`src/hw/rtl/twfp_pkg.sv`:
```
// ----------------------------------------------------------------------------
// Timed waveform table player package
// Shared sizes, operation and register codes, and the sample conversion
// functions of the waveform table player.
// ----------------------------------------------------------------------------
`default_nettype none

package twfp_pkg;

	// Table geometry.
	localparam int TABLE_DEPTH  = 1024;
	localparam int SAMPLE_WIDTH = 32;
	localparam int TBL_AW       = $clog2(TABLE_DEPTH);

	// Divider sizes: the divisor holds either the interval or the entry count.
	localparam int CNT_W  = $clog2(TABLE_DEPTH + 1);
	localparam int DIV_W  = (CNT_W > 16) ? CNT_W : 16;
	localparam int DVD_W  = 33;
	localparam int STEP_W = $clog2(DVD_W + 1);

	// Operation codes carried on the input tuser.
	localparam logic [1:0] OP_LOAD = 2'd0;
	localparam logic [1:0] OP_ARM  = 2'd1;
	localparam logic [1:0] OP_TICK = 2'd2;

	// Configuration register indexes.
	localparam int          CFG_IDX_W    = 3;
	localparam logic [2:0] REG_START    = 3'd0;
	localparam logic [2:0] REG_DURATION = 3'd1;
	localparam logic [2:0] REG_INTERVAL = 3'd2;
	localparam logic [2:0] REG_PHASE    = 3'd3;
	localparam logic [2:0] REG_COUNT    = 3'd4;
	localparam logic [2:0] REG_STEP     = 3'd5;

	// A loaded 32-bit value is sign-extended and kept in SAMPLE_WIDTH bits.
	function automatic logic [SAMPLE_WIDTH-1:0] to_stored(input logic [31:0] v);
		logic signed [63:0] e;
		e = 64'(signed'(v));
		return e[SAMPLE_WIDTH-1:0];
	endfunction

	// A stored sample is sign-extended from SAMPLE_WIDTH bits, then cut to 32.
	function automatic logic [31:0] from_stored(input logic [SAMPLE_WIDTH-1:0] s);
		logic signed [63:0] e;
		e = 64'(signed'(s));
		return e[31:0];
	endfunction

endpackage

`default_nettype wire

```
`src/hw/rtl/twfp_div.sv`:
```
// ----------------------------------------------------------------------------
// Iterative restoring divider
// Produces one quotient bit per cycle; quotient and remainder are valid while
// done is high.
// ----------------------------------------------------------------------------
`default_nettype none

module twfp_div (
	input  wire logic                        clk,
	input  wire logic                        arst_n,
	input  wire logic                        start,
	input  wire logic [twfp_pkg::DVD_W-1:0] dividend,
	input  wire logic [twfp_pkg::DIV_W-1:0] divisor,
	output logic                             busy,
	output logic                             done,
	output logic      [twfp_pkg::DVD_W-1:0] quot,
	output logic      [twfp_pkg::DIV_W-1:0] rem
);

	logic                         busy_q;
	logic                         done_q;
	logic [twfp_pkg::STEP_W-1:0]  step_q;
	logic [twfp_pkg::DVD_W-1:0]   dvd_q;
	logic [twfp_pkg::DIV_W-1:0]   rem_q;
	logic [twfp_pkg::DIV_W-1:0]   dvs_q;

	logic [twfp_pkg::DIV_W:0]     trial;
	logic [twfp_pkg::DIV_W+1:0]   diff;
	logic                         ge;

	// One restoring step: bring down the next dividend bit and try a subtract.
	assign trial = {rem_q, dvd_q[twfp_pkg::DVD_W-1]};
	assign diff  = {1'b0, trial} - {2'b00, dvs_q};
	assign ge    = ~diff[twfp_pkg::DIV_W+1];

	always_ff @(posedge clk or negedge arst_n) begin
		if (!arst_n) begin
			busy_q <= 1'b0;
			done_q <= 1'b0;
			step_q <= '0;
		end else begin
			done_q <= 1'b0;
			if (start) begin
				busy_q <= 1'b1;
				step_q <= '0;
			end else if (busy_q) begin
				step_q <= step_q + 1'b1;
				if (step_q == twfp_pkg::STEP_W'(twfp_pkg::DVD_W - 1)) begin
					busy_q <= 1'b0;
					done_q <= 1'b1;
				end
			end
		end
	end

	always_ff @(posedge clk) begin
		if (start) begin
			dvd_q <= dividend;
			rem_q <= '0;
			dvs_q <= divisor;
		end else if (busy_q) begin
			dvd_q <= {dvd_q[twfp_pkg::DVD_W-2:0], ge};
			rem_q <= ge ? diff[twfp_pkg::DIV_W-1:0] : trial[twfp_pkg::DIV_W-1:0];
		end
	end

	assign busy = busy_q;
	assign done = done_q;
	assign quot = dvd_q;
	assign rem  = rem_q;

endmodule

`default_nettype wire

```
`config.mk`:
```
export PLATFORM = sky130hd
export DESIGN_NAME = twfp_div
export DESIGN_NICKNAME = d
export VERILOG_FILES = /design/src/hw/rtl/twfp_pkg.sv /design/src/hw/rtl/twfp_div.sv
export SDC_FILE = /design/constraint.sdc
export NUM_CORES = 1
export LEC_CHECK = 0
export BUFFER_PORTS_ARGS = -buffer_cell sky130_fd_sc_hd__buf_4
export CELL_PAD_IN_SITES_DETAIL_PLACEMENT = 1
export CELL_PAD_IN_SITES_GLOBAL_PLACEMENT = 1
export CORE_MARGIN = 2
export CORE_UTILIZATION = 44
export CTS_CLUSTER_DIAMETER = 80
export DETAILED_ROUTE_END_ITERATION = 8
export PLACE_DENSITY_LB_ADDON = 0.1
export SLEW_MARGIN = 20
export SYNTH_ARGS = -nofsm -noshare
export SYNTH_HDL_FRONTEND = slang
export SYNTH_SLANG_ARGS = --single-unit
```
`constraint.sdc`:
```
create_clock -name clk -period 3.3 [get_ports clk]
set_input_delay 0.66 -clock clk [delete_from_list [all_inputs] [get_ports clk]]
set_output_delay 0.66 -clock clk [all_outputs]
set_load 0.02 [all_outputs]
```
==> flow_summary.ini <==
[outcome]
outcome = finished clean

[yosys]
synth-edff-count = 49
yosysUniqueCellTypes = 54
synth_top_cell_by_area = edfxtp_1
synthFlopType = edfxtp_1
synth_area_um2 = 3840
syn_nets = 408
synth_commonest_cells = edfxtp_1, mux2_2, nand2_1
yosysWarnings = 0
ys_seq_area_share_pct = 51.8
synth.area.top_cells = edfxtp_1, mux2_2, dfxtp_1
post-synth-top-count-cell = edfxtp_1
synth_top_area_share_pct = 38.3
synthArstFlopShare_pct = 11.0
synthCells = 337
synth_seq_cells = 73
syn_area_per_cell_um2 = 11.4

[clocking]
cts.htree.levels = 3
cts_tree = done
cts-buffers-inserted = 9
clock_tree.root_cell = clkbuf_8
clkLatencyLatePin_ns = 0.36
clock-sinks = 73
cts_buffer_depth = 2
postCtsSetupBuffers = 0
path_clk_slew_ns = 0.08
cts_resized = 0
cts_hold_buf = 0

[global_route]
grtUsageTotal_pct = 21.1
grt_max_degree = 37
first_global_vias = 3248
grt-ovfl-total = 0
grt_pass1_wl_um = 16100
grt_antenna_before_repair = 0

[place]
io_buffer_count = 102
place.gp.congestion = 0.872
place_area_um2 = 4740
dp_slack_ns = 0.624
dp_hpwl_um = 6880

[floorplan]
initial_utilization_pct = 44.7
io_pins = 103
dieHeight_um = 97.5
die_area_um2 = 9500
std_cell_rows = 34
fp.dieW_um = 97.5
core_um2 = 8590

[sta]
worst_pin_slew_ns = 0.875
fin_tns_setup_ns = 0
setup_ws_ns = 0.630
hold_slack_ns = 0.103
rsz0062_at_grt = false
skew_ns = 0.00666
hold_violations = 0
slew_viol_final = 0
slew-limit-headroom_pct = 41.3
fin_crit_ns = 2.67
max_freq_mhz = 375
setup-violations-final = 0
post-route-period-util_pct = 80.9

[layout]
antenna_cells = 0
fin_nets = 516
drive_above_1_share_pct = 36.7
area_growth_pct = 28.5
design_area_um2 = 4940

[worst_setup_path]
crit_type = reg2reg
required_ns = 3.49
slowest_stage = o21ai_2
critPathMaxStageDelay_ns = 0.51
end_kind = flop
crit_chain = inv_1, ha_1, a21o_1, a211oi_2, nand2_1, o21ai_2, o221ai_1
crit_fanout = 16
cp-start-kind = flop
cp.arrival_ns = 2.86

[route]
wirelength_um = 9570
drt-pass1-iter-count = 4
wire_per_inst_um = 17.2
drtIter0Drc = 83
drc_errors = 0
vias = 3003
ant_nets = 0
vias_per_cell = 5.38

[power_and_ir_drop]
p_sw_w = 0.00125
p_sw_share_pct = 37.5
p_clk_share_pct = 21.5
intPower_w = 0.00208
p_per_area_nw_per_um2 = 673
p_leak_nw = 2.16
peakVddDrop_mv = 0.286
power_frac_comb_pct = 40.6
seqPwrFrac_pct = 37.8

[worst_hold_path]
hold_class = in2async

[job]
maxCapViolCount = 0
==> worst paths after layout <==
kind / startpoint / to / slack (ns) / cells after the start
worst max register to register: dvs_q[14]$_DFFE_PP_ / rem[11]$_SDFFE_PP0P_ / 0.63 / 7
worst max-delay path: dvs_q[14]$_DFFE_PP_ / rem[11]$_SDFFE_PP0P_ / 0.63 / 7
max in group asynchronous: arst_n / busy$_DFF_PN0_ / 3.06 / 1
worst min-delay path: arst_n / step_q[4]$_DFFE_PN0P_ / 0.10 / 1
min in group clk: divisor[15] / dvs_q[15]$_DFFE_PP_ / 0.47 / 1
worst min register to register: rem[8]$_SDFFE_PP0P_ / rem[8]$_SDFFE_PP0P_ / 0.53 / 2
==> placed cells by master (no fill, tap or decap), drive strengths merged, types with 3 or more instances in the layout <==
cell	count
dfrtp	8
a21oi	17
edfxtp	49
xor2	7
ha	18
nand4	4
o31a	3
o21ai	15
o21bai	3
dfxtp	16
a21o	7
o31ai	3
nand2	32
nand2b	5
mux2	33
nand3	4
o211ai	12
clkbuf	10
inv	26
buf	109
nor2	19
xnor2	10
and2	3
==> worst max-delay path, delay by kind of cell, from the launching register on <==
kind | cells | cell delay, ns
adder cells (fa/ha/maj) | 1 | 0.27
flip-flops | 1 | 0.39
AO/OA/AOI/OAI | 4 | 1.26
AND/OR/NAND/NOR | 1 | 0.50
buffers and inverters | 1 | 0.08
==> power by group through the flow <==
stage                     clock, W  combinational, W  sequential (W)
final                     0.000716           0.00135         0.00126
after global routing      0.000770           0.00148         0.00129
after CTS                 0.000735           0.00136         0.00126
after detailed placement         0           0.00135         0.00128
after global placement           0           0.00133         0.00127
after floorplan                  0          0.000750         0.00141
==> per-layer routing <==
metal | routed length [um] | GRT usage, % | vias up
met5 | 0 | 0 | -
met4 | 111 | 6.41 | 0
met3 | 591 | 6.47 | 10
met2 | 4680 | 35.1 | 68
met1 | 4190 | 26.5 | 1480
li1 | - | - | 1445
==> area by class of cell <==
class	count	area (um2)
sequential	73	1990
timing repair buffer	109	818
multi-input combinational	227	1710
clock buffer	10	128
tap	108	135
clock inverter	6	67.6
inverter	25	93.8
fill	945	3650
==> logic make-up after synthesis <==
| kind of cell | count (synthesis) | synth area share (%) |
|---|---|---|
| AO/OA/AOI/OAI | 75 | 14.0 |
| multiplexers | 34 | 9.93 |
| AND/OR/NAND/NOR | 82 | 10.2 |
| adder cells (fa/ha/maj) | 19 | 6.38 |
| flip-flops | 73 | 51.8 |
| XOR/XNOR | 17 | 3.87 |
| buffers and inverters | 37 | 3.84 |
==> metrics by stage <==
| stage | cells | power, W | utilization (%) |
|---|---|---|---|
| floorplan | 337 | 0.00216 | - |
| global placement | 542 | 0.00260 | 55.2 |
| detailed placement | 542 | 0.00263 | 55.2 |
| CTS | 558 | 0.00335 | 57.5 |
| global route | 558 | 0.00354 | 57.5 |
| finish | 558 | 0.00332 | 57.5 |
==> state kept, by name, indices dropped and copies added, names as in the netlist <==
register	cells
quot	33
dvs_q	16
rem	16
step_q	6
busy	1
done	1
Note: power is estimated with default switching activity, not from simulation.
